`src/rtl/core/http_chunked_decoder_assert.svh`:
```
// Assertion macros shared by the chunked decoder modules.
// Each macro expects i_clk and i_rst_n in scope.
`ifndef HTTP_CHUNKED_DECODER_ASSERT_SVH
`define HTTP_CHUNKED_DECODER_ASSERT_SVH

// Same-cycle implication check.
`define HCD_ASSERT_IMP(lbl, ante, cons) \
    lbl: assert property (@(posedge i_clk) disable iff (!i_rst_n) (ante) |-> (cons)) \
        else $error("%m: same-cycle check failed");

// Next-cycle implication check.
`define HCD_ASSERT_NXT(lbl, ante, cons) \
    lbl: assert property (@(posedge i_clk) disable iff (!i_rst_n) (ante) |=> (cons)) \
        else $error("%m: next-cycle check failed");

`endif

```
`src/rtl/core/hcd_pkg.sv`:
```
package hcd_pkg;

    // Result kinds.
    localparam logic [2:0] K_FRAME = 3'd0;
    localparam logic [2:0] K_DATA  = 3'd1;
    localparam logic [2:0] K_HEAD  = 3'd2;
    localparam logic [2:0] K_END   = 3'd3;
    localparam logic [2:0] K_ERR   = 3'd4;

    // Error codes.
    localparam logic E_BAD_SYNTAX = 1'b0;
    localparam logic E_TOO_LARGE  = 1'b1;

    // Configuration register indexes.
    localparam logic CFG_MAX_EXT = 1'b0;
    localparam logic CFG_MAX_TRL = 1'b1;

    // Framing characters.
    localparam logic [7:0] B_CR   = 8'h0D;
    localparam logic [7:0] B_LF   = 8'h0A;
    localparam logic [7:0] B_SEMI = 8'h3B;

    localparam logic [15:0] MAX_EXT_RESET = 16'd256;
    localparam logic [15:0] MAX_TRL_RESET = 16'd4096;

    // One input request.
    typedef struct packed {
        logic [7:0] in_byte;
        logic       new_message;
    } t_in_item;

    // One result request.
    typedef struct packed {
        logic [2:0]  kind;
        logic [7:0]  payload;
        logic [31:0] chunk_size;
        logic        error_code;
    } t_out_item;

    // Hex digit decode: bit 4 is the valid flag, bits 3:0 the digit value.
    function automatic logic [4:0] hex_decode(input logic [7:0] b);
        logic [7:0] low;
        logic [4:0] res;
        begin
            low = b | 8'h20;
            res = 5'd0;
            if (b >= 8'h30 && b <= 8'h39) begin
                res = {1'b1, 4'(b - 8'h30)};
            end else if (low >= 8'h61 && low <= 8'h66) begin
                res = {1'b1, 4'(low - 8'h61 + 8'd10)};
            end
            return res;
        end
    endfunction

endpackage

```
`src/rtl/core/hcd_parser.sv`:
```
`include "http_chunked_decoder_assert.svh"

module hcd_parser
    import hcd_pkg::*;
#(
    parameter int SIZE_BITS = 32,
    parameter int LEN_BITS  = 16
) (
    input  logic        i_clk,
    input  logic        i_rst_n,
    input  logic        i_en,
    input  t_in_item    i_item,
    input  logic [15:0] i_max_ext,
    input  logic [15:0] i_max_trl,
    output t_out_item   o_result
);

    localparam int CMP_W = (LEN_BITS > 16) ? LEN_BITS : 16;

    localparam logic [3:0] PH_START   = 4'd0;
    localparam logic [3:0] PH_SIZE    = 4'd1;
    localparam logic [3:0] PH_EXT     = 4'd2;
    localparam logic [3:0] PH_EXT_LF  = 4'd3;
    localparam logic [3:0] PH_DATA    = 4'd4;
    localparam logic [3:0] PH_DATA_CR = 4'd5;
    localparam logic [3:0] PH_DATA_LF = 4'd6;
    localparam logic [3:0] PH_LEXT    = 4'd7;
    localparam logic [3:0] PH_LEXT_LF = 4'd8;
    localparam logic [3:0] PH_TRL     = 4'd9;
    localparam logic [3:0] PH_TRL_LF  = 4'd10;
    localparam logic [3:0] PH_HDR     = 4'd11;
    localparam logic [3:0] PH_HDR_LF  = 4'd12;
    localparam logic [3:0] PH_DONE    = 4'd13;
    localparam logic [3:0] PH_ERR_BAD = 4'd14;
    localparam logic [3:0] PH_ERR_BIG = 4'd15;

    logic [3:0]           r_phase,    n_phase;
    logic [SIZE_BITS-1:0] r_size,     n_size;
    logic [LEN_BITS-1:0]  r_ext_cnt,  n_ext_cnt;
    logic                 r_ext_seen, n_ext_seen;
    logic [LEN_BITS-1:0]  r_trl_cnt,  n_trl_cnt;
    logic                 r_trl_seen, n_trl_seen;

    // Working copy of the state, cleared when a new message starts.
    logic [3:0]           c_phase;
    logic [SIZE_BITS-1:0] c_size;
    logic [LEN_BITS-1:0]  c_ext_cnt;
    logic                 c_ext_seen;
    logic [LEN_BITS-1:0]  c_trl_cnt;
    logic                 c_trl_seen;

    logic [4:0]  hex;
    logic [7:0]  b;
    logic        size_zero;
    logic        size_over;
    logic        ext_over;
    logic [SIZE_BITS-1:0] size_dec;
    t_out_item   res;

    assign b         = i_item.in_byte;
    assign hex       = hex_decode(b);
    assign size_zero = (c_size == '0);
    // Another digit would overflow once any of the top four bits is set.
    assign size_over = |c_size[SIZE_BITS-1 -: 4];
    assign size_dec  = size_zero ? c_size : c_size - SIZE_BITS'(1);

    always_comb begin
        if (i_item.new_message) begin
            c_phase    = PH_START;
            c_size     = '0;
            c_ext_cnt  = '0;
            c_ext_seen = 1'b0;
            c_trl_cnt  = '0;
            c_trl_seen = 1'b0;
        end else begin
            c_phase    = r_phase;
            c_size     = r_size;
            c_ext_cnt  = r_ext_cnt;
            c_ext_seen = r_ext_seen;
            c_trl_cnt  = r_trl_cnt;
            c_trl_seen = r_trl_seen;
        end
    end

    // Next-state and result logic for one byte.
    always_comb begin
        n_phase    = c_phase;
        n_size     = c_size;
        n_ext_cnt  = c_ext_cnt;
        n_ext_seen = c_ext_seen;
        n_trl_cnt  = c_trl_cnt;
        n_trl_seen = c_trl_seen;
        ext_over   = 1'b0;
        res        = '0;
        res.kind   = K_FRAME;

        // The trailer span counts every byte once the first trailer byte is seen.
        if (c_trl_seen && (c_phase == PH_TRL || c_phase == PH_TRL_LF ||
                           c_phase == PH_HDR || c_phase == PH_HDR_LF) &&
            (c_trl_cnt != '1)) begin
            n_trl_cnt = c_trl_cnt + LEN_BITS'(1);
        end

        case (c_phase)
            PH_START: begin
                if (hex[4]) begin
                    n_size  = SIZE_BITS'(hex[3:0]);
                    n_phase = PH_SIZE;
                end else begin
                    n_phase = PH_ERR_BAD;
                end
            end
            PH_SIZE: begin
                if (size_over) begin
                    n_phase = PH_ERR_BIG;
                end else if (hex[4]) begin
                    n_size = {c_size[SIZE_BITS-5:0], hex[3:0]};
                end else begin
                    n_ext_seen = 1'b0;
                    n_ext_cnt  = '0;
                    if (b == B_CR) begin
                        n_phase = size_zero ? PH_LEXT_LF : PH_EXT_LF;
                    end else if (b == B_SEMI) begin
                        n_phase = size_zero ? PH_LEXT : PH_EXT;
                    end else begin
                        n_phase = PH_ERR_BAD;
                    end
                end
            end
            PH_EXT, PH_LEXT: begin
                // The first extension byte is offset zero and is never over.
                if (!c_ext_seen) begin
                    n_ext_seen = 1'b1;
                    n_ext_cnt  = '0;
                end else if (CMP_W'(c_ext_cnt) >= CMP_W'(i_max_ext)) begin
                    ext_over = 1'b1;
                end else if (c_ext_cnt != '1) begin
                    n_ext_cnt = c_ext_cnt + LEN_BITS'(1);
                end
                if (ext_over) begin
                    n_phase = PH_ERR_BAD;
                end else if (b == B_CR) begin
                    n_phase = (c_phase == PH_EXT) ? PH_EXT_LF : PH_LEXT_LF;
                end
            end
            PH_EXT_LF: begin
                if (b != B_LF) begin
                    n_phase = PH_ERR_BAD;
                end else begin
                    res.kind       = K_HEAD;
                    res.chunk_size = 32'(c_size);
                    n_phase        = size_zero ? PH_DATA_CR : PH_DATA;
                end
            end
            PH_DATA: begin
                res.kind    = K_DATA;
                res.payload = b;
                n_size      = size_dec;
                if (size_dec == '0) begin
                    n_phase = PH_DATA_CR;
                end
            end
            PH_DATA_CR: begin
                n_phase = (b == B_CR) ? PH_DATA_LF : PH_ERR_BAD;
            end
            PH_DATA_LF: begin
                n_phase = (b == B_LF) ? PH_START : PH_ERR_BAD;
            end
            PH_LEXT_LF: begin
                if (b != B_LF) begin
                    n_phase = PH_ERR_BAD;
                end else begin
                    res.kind = K_HEAD;
                    n_phase  = PH_TRL;
                end
            end
            PH_TRL: begin
                if (b == B_CR) begin
                    n_phase = PH_TRL_LF;
                end else if (!c_trl_seen) begin
                    n_trl_seen = 1'b1;
                    n_trl_cnt  = '0;
                    n_phase    = PH_HDR;
                end else if (CMP_W'(n_trl_cnt) > CMP_W'(i_max_trl)) begin
                    n_phase = PH_ERR_BAD;
                end else begin
                    n_phase = PH_HDR;
                end
            end
            PH_TRL_LF: begin
                if (b != B_LF) begin
                    n_phase = PH_ERR_BAD;
                end else begin
                    res.kind = K_END;
                    n_phase  = PH_DONE;
                end
            end
            PH_HDR: begin
                if (b == B_CR) begin
                    n_phase = PH_HDR_LF;
                end
            end
            PH_HDR_LF: begin
                n_phase = (b == B_LF) ? PH_TRL : PH_ERR_BAD;
            end
            PH_DONE: begin
                n_phase = PH_ERR_BAD;
            end
            default: begin
                // Error phases hold until a new message or reset.
                n_phase = c_phase;
            end
        endcase

        // Any error phase overrides the result fields.
        if (n_phase == PH_ERR_BAD || n_phase == PH_ERR_BIG) begin
            res.kind       = K_ERR;
            res.payload    = '0;
            res.chunk_size = '0;
            res.error_code = (n_phase == PH_ERR_BIG) ? E_TOO_LARGE : E_BAD_SYNTAX;
        end
    end

    assign o_result = res;

    // State registers advance once per processed byte.
    always_ff @(posedge i_clk) begin
        if (!i_rst_n) begin
            r_phase    <= PH_START;
            r_size     <= '0;
            r_ext_cnt  <= '0;
            r_ext_seen <= 1'b0;
            r_trl_cnt  <= '0;
            r_trl_seen <= 1'b0;
        end else if (i_en) begin
            r_phase    <= n_phase;
            r_size     <= n_size;
            r_ext_cnt  <= n_ext_cnt;
            r_ext_seen <= n_ext_seen;
            r_trl_cnt  <= n_trl_cnt;
            r_trl_seen <= n_trl_seen;
        end
    end

    // A payload phase always has bytes left to count down.
    `HCD_ASSERT_IMP(a_data_nonzero, r_phase == PH_DATA, r_size != '0)

    // A syntax error stays until a new message starts.
    `HCD_ASSERT_NXT(a_err_sticky, i_en && !i_item.new_message && r_phase == PH_ERR_BAD,
                    r_phase == PH_ERR_BAD)

endmodule

```
`src/rtl/core/http_chunked_decoder.sv`:
```
// HTTP chunked body decoder. Feed one body byte per request on the input channel
// and take one result per byte on the output channel: framing byte, payload byte,
// chunk header done (with the parsed size), message end, or a sticky error with its
// code. The block sustains one byte per clock while the output is not stalled; a
// byte passes through the input register, then the result register, and the parser
// updates its state when the result register loads. Either side may stall at any
// time without loss. Setting new_message on a byte restarts parsing at a chunk size
// line and clears any error. The two limit registers are written through the
// configuration channel, which is always ready, and should only be written while no
// byte is in flight. There is no clearing pass after reset.
`include "http_chunked_decoder_assert.svh"

module http_chunked_decoder
    import hcd_pkg::*;
#(
    parameter int SIZE_BITS = 32,
    parameter int LEN_BITS  = 16
) (
    input  logic        i_clk,
    input  logic        i_rst_n,
    input  logic        i_valid,
    output logic        o_stall,
    input  t_in_item    i_data,
    output logic        o_valid,
    input  logic        i_stall,
    output t_out_item   o_data,
    input  logic        i_cfg_valid,
    output logic        o_cfg_ready,
    input  logic        i_cfg_index,
    input  logic [15:0] i_cfg_data
);

    logic [15:0] r_max_ext;
    logic [15:0] r_max_trl;
    logic        r_in_valid;
    t_in_item    r_in_item;
    logic        r_out_valid;
    t_out_item   r_out_item;
    t_out_item   step_result;
    logic        out_ready;
    logic        step;

    // Handshake: the result register frees up when it is empty or being taken.
    assign out_ready   = !r_out_valid || !i_stall;
    assign step        = r_in_valid && out_ready;
    assign o_stall     = r_in_valid && !out_ready;
    assign o_valid     = r_out_valid;
    assign o_data      = r_out_item;
    assign o_cfg_ready = 1'b1;

    // Configuration registers.
    always_ff @(posedge i_clk) begin
        if (!i_rst_n) begin
            r_max_ext <= MAX_EXT_RESET;
            r_max_trl <= MAX_TRL_RESET;
        end else if (i_cfg_valid) begin
            case (i_cfg_index)
                CFG_MAX_EXT: r_max_ext <= i_cfg_data;
                CFG_MAX_TRL: r_max_trl <= i_cfg_data;
                default:     r_max_ext <= r_max_ext;
            endcase
        end
    end

    // Input register.
    always_ff @(posedge i_clk) begin
        if (!i_rst_n) begin
            r_in_valid <= 1'b0;
        end else if (!o_stall) begin
            r_in_valid <= i_valid;
        end
    end

    always_ff @(posedge i_clk) begin
        if (!o_stall && i_valid) begin
            r_in_item <= i_data;
        end
    end

    hcd_parser #(
        .SIZE_BITS (SIZE_BITS),
        .LEN_BITS  (LEN_BITS)
    ) u_parser (
        .i_clk     (i_clk),
        .i_rst_n   (i_rst_n),
        .i_en      (step),
        .i_item    (r_in_item),
        .i_max_ext (r_max_ext),
        .i_max_trl (r_max_trl),
        .o_result  (step_result)
    );

    // Result register.
    always_ff @(posedge i_clk) begin
        if (!i_rst_n) begin
            r_out_valid <= 1'b0;
        end else if (out_ready) begin
            r_out_valid <= r_in_valid;
        end
    end

    always_ff @(posedge i_clk) begin
        if (step) begin
            r_out_item <= step_result;
        end
    end

    // A held input byte is not dropped while the result side is blocked.
    `HCD_ASSERT_NXT(a_in_held, r_in_valid && !out_ready, r_in_valid)

    // A processed byte always produces a result.
    `HCD_ASSERT_NXT(a_step_result, step, r_out_valid)

endmodule

```
`config.mk`:
```
export PLATFORM = sky130hd
export DESIGN_NAME = http_chunked_decoder
export DESIGN_NICKNAME = d
export VERILOG_FILES = /design/src/rtl/core/hcd_pkg.sv /design/src/rtl/core/hcd_parser.sv /design/src/rtl/core/http_chunked_decoder.sv
export VERILOG_INCLUDE_DIRS = /design/src /design/src/rtl/core
export SDC_FILE = /design/constraint.sdc
export NUM_CORES = 1
export LEC_CHECK = 0
export ABC_AREA = 1
export ABC_CLOCK_PERIOD_IN_PS = 8050
export BUFFER_PORTS_ARGS = -buffer_cell sky130_fd_sc_hd__buf_2
export CAP_MARGIN = 20
export CORE_MARGIN = 3
export CORE_UTILIZATION = 53
export DETAILED_ROUTE_END_ITERATION = 12
export PLACE_DENSITY = 0.83
export REMOVE_ABC_BUFFERS = 1
export SLEW_MARGIN = 40
export SYNTH_ARGS = -nofsm -noshare
export SYNTH_HDL_FRONTEND = slang
export SYNTH_SLANG_ARGS = --single-unit
```
`constraint.sdc`:
```
create_clock -name i_clk -period 8.05 [get_ports i_clk]
set_input_delay 0.4025 -clock i_clk [delete_from_list [all_inputs] [get_ports i_clk]]
set_output_delay 0.4025 -clock i_clk [all_outputs]
set_load 0.02 [all_outputs]
```
Yosys cells after proc, flatten, opt, wreduce, memory -nomap -nowiden. Cells that the tools add are included.

Bits in registers: 157. Output and inout port bits: 47. Logic and storage cells: 136.

Add/subtract/negate cells: 6. Magnitude comparators: 6. Equal/unequal tests: 21. Muxes and demuxes: 58. Bitwise operators: 3. Reduce and logical (&&, ||, !) cells: 26.

Operators by type and width (count): $mux 16 (11); $mux 32 (5); $pmux 32 s3 (1); $mux 4 (17); $logic_not 32->1 (2); $pmux 4 s13 (1); $add 16x1->16 const B (2); $eq 4x4->1 const B (8); $ne 16x16->1 const B (2); $pmux 16 s2 (1); $sub 32x1->32 const B (1); $eq 4x3->1 const B (4); $eq 8x4->1 const B (2); $ge 16x16->1 (1); $gt 16x16->1 (1); $mux 3 (4); $mux 1 (11); $mux 5 (2); $pmux 3 s3 (1); $eq 4x2->1 const B (2); $eq 8x6->1 const B (1); $ge 8x6->1 const B (1); $ge 8x7->1 const B (1); $le 8x6->1 const B (1); 16 further kinds (37).

Logic depth before layout (Yosys ltp).
Depth after elaboration: 16. Depth in mapped cells: 30.

Modules after synthesis. A second synthesis with hierarchy kept.

Cells, all modules: 1579. Area total of the unflattened synthesis: 10846.7 um^2.

Modules (own cells, without submodules): hcd_parser (times used 1, cells each 1339, area an instance 7912.6 um^2); http_chunked_decoder (times used 1, cells each 240, area an instance 2934.1 um^2).

Worst setup path after synthesis. OpenSTA, ideal clock, no wires.

Kind: flip-flop to flip-flop. Start point: register r_in_item[0] (netlist name). End point: register r_out_item (netlist bit o_data[0]) (data pin). Library setup time: 0.257 ns. Arrival: 3.428 ns. Required time: 7.793 ns. Setup slack: 4.366 ns. Stages on the path, launching flop included: 27. Period minus slack after synthesis: 3.684 ns. Cell sequence: edfxtp_1 buf_6 clkbuf_1 clkbuf_1 nor2_1 ha_1 nand3_1 nor2_1 nand3_1 nand2_2 nor2_1 nand3_1 nor2_1 xor2_1 inv_2 ha_1 nand2_1 inv_1 nand4_1 o21ai_0 nand2_1 nand2_1 nand3_1 nor2_1 nand2_1 nand3_1 nor2_1.

Cells in the longest elaborated chain, start to end: 15.

RTL lines: from (decl) (line http_chunked_decoder.sv:36) `t_in_item r_in_item;`; from (signal assigned) (line http_chunked_decoder.sv:76) `r_in_item <= i_data;`; parallel branches: the longest is 12 deep, another holds $add 16x1->16; $pmux 4 s13 * (line hcd_parser.sv:104) `case (c_phase)`; $eq 4x4->1 (on tied branches) (line hcd_parser.sv:216, hcd_parser.sv:220); $mux 1 / $logic_or 1x1->1 (equally long branches) (line hcd_parser.sv:220, hcd_parser.sv:216); to (signal assigned) (line http_chunked_decoder.sv:104) `r_out_item <= step_result;`; to (decl) (line http_chunked_decoder.sv:38) `t_out_item r_out_item;`.

Mark *: on every way between the ends. The select of a mux whose other input is x is not followed. A chain may end at the register's enable or synchronous reset.

Worst setup path after layout. Same ends and word-level chain as after synthesis.

==> results.py <==
metrics = {
    "detailed_routing": {
        "first_pass_iters": 6,
        "vias_per_cell": 5.86,
        "num_vias": 10823,
        "routed_wl_um": 30500,
        "drt_iter0_markers": 1211,
        "drc_errors": 0,
        "antenna_left": 0,
        "drt-wirelength-per-cell_um": 16.5,
    },
    "synth": {
        "yosysMostFrequentCell": "nand2_1",
        "synth_area_leaders": "dfxtp_1 20%, edfxtp_1 15%, nand2_1 12%",
        "avgSynthCellArea_um2": 6.81,
        "synth_seq_area_share_pct": 35.0,
        "synth_edf_count": 53,
        "yosysUniqueCellTypes": 46,
        "ys_ff_latch": 157,
        "async_reset_ff_share_pct": 0,
        "synthCells": 1540,
        "synth.top_cell.area_share_pct": 19.8,
        "synth_top_flop_cell": "dfxtp_1",
        "ys_warn_count": 0,
        "synth_top_cells_by_count": "328 x nand2_1, 187 x nor2_1, 186 x inv_1",
        "synth_area_mm2": 0.0105,
        "synth.largest_area_cell": "dfxtp_1",
    },
    "clock_network": {
        "cts-htree-levels": 4,
        "cts_resized": 0,
        "cts_buffers": 17,
        "cts_buffer_depth": 2,
        "postCtsSetupRepairBufs": 0,
        "clk_pin_slew_worst_paths_ps": 70,
        "clockRootBuffer": "clkbuf_16",
        "cts.sinks": 157,
        "postCtsHoldBufs": 0,
        "clk_latency_ps": 450,
        "cts_tree": "built",
    },
    "global_routing": {
        "antenna_found_initial": 0,
        "grt-ovfl-total": 0,
        "grt_pass1_vias": 10053,
        "grt_pass1_wl_um": 49200,
        "track_usage_pct": 27.7,
        "grt_max_degree": 81,
    },
    "critical_path": {
        "cp-start-kind": "flip-flop",
        "critPathRequiredTime_ps": 8250,
        "crit_arrival_ps": 4960,
        "crit_path_end_kind": "flip-flop",
        "crit_fanout": 80,
        "criticalPathCategory": "reg2reg",
    },
    "layout": {
        "diodes": 0,
        "final_util_pct": 60.3,
        "fin_cells": 1848,
        "multi_input_comb_area_mm2": 0.00576,
        "drive_above_1_share_pct": 10.8,
        "area_delta_synth_final_pct": 9.60,
        "seq_area_mm2": 0.00367,
        "nNetsFinal": 1647,
        "fill_cells": 1804,
    },
    "sta": {
        "setup_viol": 0,
        "tns_ps": 0,
        "clock_skew_ps": 10.1,
        "worst-slew-pin-transition_ps": 853,
        "max_freq_ghz": 0.210,
        "fin_crit_ps": 4760,
        "fin_crit_sh_pct": 59.1,
        "hold_viol": 0,
        "final_max_slew_viol_count": 0,
        "rsz0062_at_grt": "false",
        "max-slew-margin-rel_pct": 43.0,
    },
    "power": {
        "switching_share_pct": 34.8,
        "power_leakage_nw": 5.33,
        "pwr-share-seq_pct": 41.2,
        "internal_power_mw": 1.40,
        "power.switching_uw": 745,
        "peakVddDrop_uv": 144,
        "power_frac_clock_pct": 36.7,
        "combPwrFrac_pct": 22.0,
        "power_mw": 2.14,
        "power.density_mw_per_mm2": 186,
    },
    "floorplan": {
        "rows": 50,
        "initial_utilization_pct": 55.0,
        "ioPinCount": 78,
        "coreArea_mm2": 0.0191,
        "die_area_mm2": 0.0215,
        "die_y_um": 147,
        "fp.dieW_um": 147,
    },
    "worst_hold_path": {
        "hold_path_class": "in2reg",
    },
    "placement": {
        "placed_cells": 1817,
        "gp_congestion": 0.970,
        "dp_hpwl_um": 21400,
        "portBuffers": 76,
    },
    "outcome": {
        "status": "finished clean",
    },
    "flow_run": {
        "maxCapViolCount": 0,
    },
}
[through the flow]
stage	area (um^2)	worst slack, ps	hold WS [ps]
2_1_floorplan	10200	1490	435
3_3_place_gp	10900	3300	451
3_5_place_dp	10900	3380	454
4_1_cts	11500	3340	126
5_1_grt	11500	2860	124
6_report	11500	3290	127
[power by group through the flow]
| stage | clock network [mW] | logic, mW | registers [mW] |
|---|---|---|---|
| 2_1_floorplan | 0 | 0.317 | 0.905 |
| 3_3_place_gp | 0 | 0.450 | 0.899 |
| 3_5_place_dp | 0 | 0.458 | 0.899 |
| 4_1_cts | 0.789 | 0.461 | 0.882 |
| 5_1_grt | 0.820 | 0.522 | 0.886 |
| 6_report | 0.787 | 0.472 | 0.883 |
[placed cells by master, fill, tap and decap left out, drive strengths merged]
cell type  count
a21boi         2
a21oi        114
a22oi          1
a31oi         21
and3           1
buf           82
clkbuf        17
clkinv         5
conb           1
dfxtp        104
edfxtp        53
ha            40
inv          209
nand2        351
nand3         97
nand3b         2
nand4         22
nor2         199
nor3          10
nor4           8
nor4b          1
o2111ai        7
o211ai        13
o21ai        152
o21bai         3
o221ai        21
o22ai         24
o311ai         1
o31ai          2
xnor2          5
xor2          20
[final timing paths]
check,startpoint,end,slack (ps),cells after the start
worst min register to register,r_max_trl[11]$_SDFFE_PN0P_,r_max_trl[11]$_SDFFE_PN0P_,460,2
worst max register to register,r_in_item[0]$_DFFE_PP_,o_data[0]$_SDFFCE_PN0P_,3290,25
worst min-delay path,i_data[4],r_in_item[4]$_DFFE_PP_,130,1
worst max-delay path,r_in_item[0]$_DFFE_PP_,o_data[0]$_SDFFCE_PN0P_,3290,25
[worst max-delay path: stages (launching register included)]
cell and delay, ps:
edfxtp_1 670, inv_6 600, nand2_1 280, inv_1 160
nand2_1 130, inv_1 130, a22oi_1 110, nor2_1 130
nand2_2 120, nor2_1 230, nand3_1 150, nor2_1 140
xor2_1 200, inv_2 60, ha_1 290, nand2_1 70
inv_1 50, nand4_1 110, o21ai_0 320, nand2_1 90
nand2_1 80, nand3_1 80, nor2_1 110, nand2_1 70
nand3_1 90, nor2_1 40
[registers in the layout, indices dropped and copies added (netlist names)]
| name | cells |
|---|---|
| u_parser.r_trl_cnt | 16 |
| u_parser.r_trl_seen | 1 |
| r_max_ext | 16 |
| o_valid | 1 |
| u_parser.r_ext_cnt | 16 |
| o_data | 44 |
| u_parser.r_size | 32 |
| r_in_item | 9 |
| r_max_trl | 16 |
| r_in_valid | 1 |
| u_parser.r_phase | 4 |
| u_parser.r_ext_seen | 1 |
[layout make-up]
type | count | area share [%]
sequential | 157 | 31.9
tap | 260 | 2.83
inverter | 200 | 6.60
multi-input combinational | 1118 | 50.1
clock inverter | 14 | 1.10
clock buffer | 17 | 3.70
timing repair buffer | 82 | 3.73
[cell families after synthesis]
logic type                 share of synthesized area [%]
AOI/OAI and AO/OA                                   19.4
xor gates and xnor gates                            2.09
other                                             0.0357
adders and majority gates                           4.77
buffers and inverters                               10.2
and+or+nand+nor                                     28.5
DFF                                                 35.0
[metal layers]
layer	part of all wire (%)	vias up	GRT usage (%)
li1	-	5237	-
met2	48	535	47.6
met3	7.6	104	4.87
met1	40	4947	33.9
met4	4.1	0	12.8
met5	0	-	0
Power figures use the tool's default switching activity.
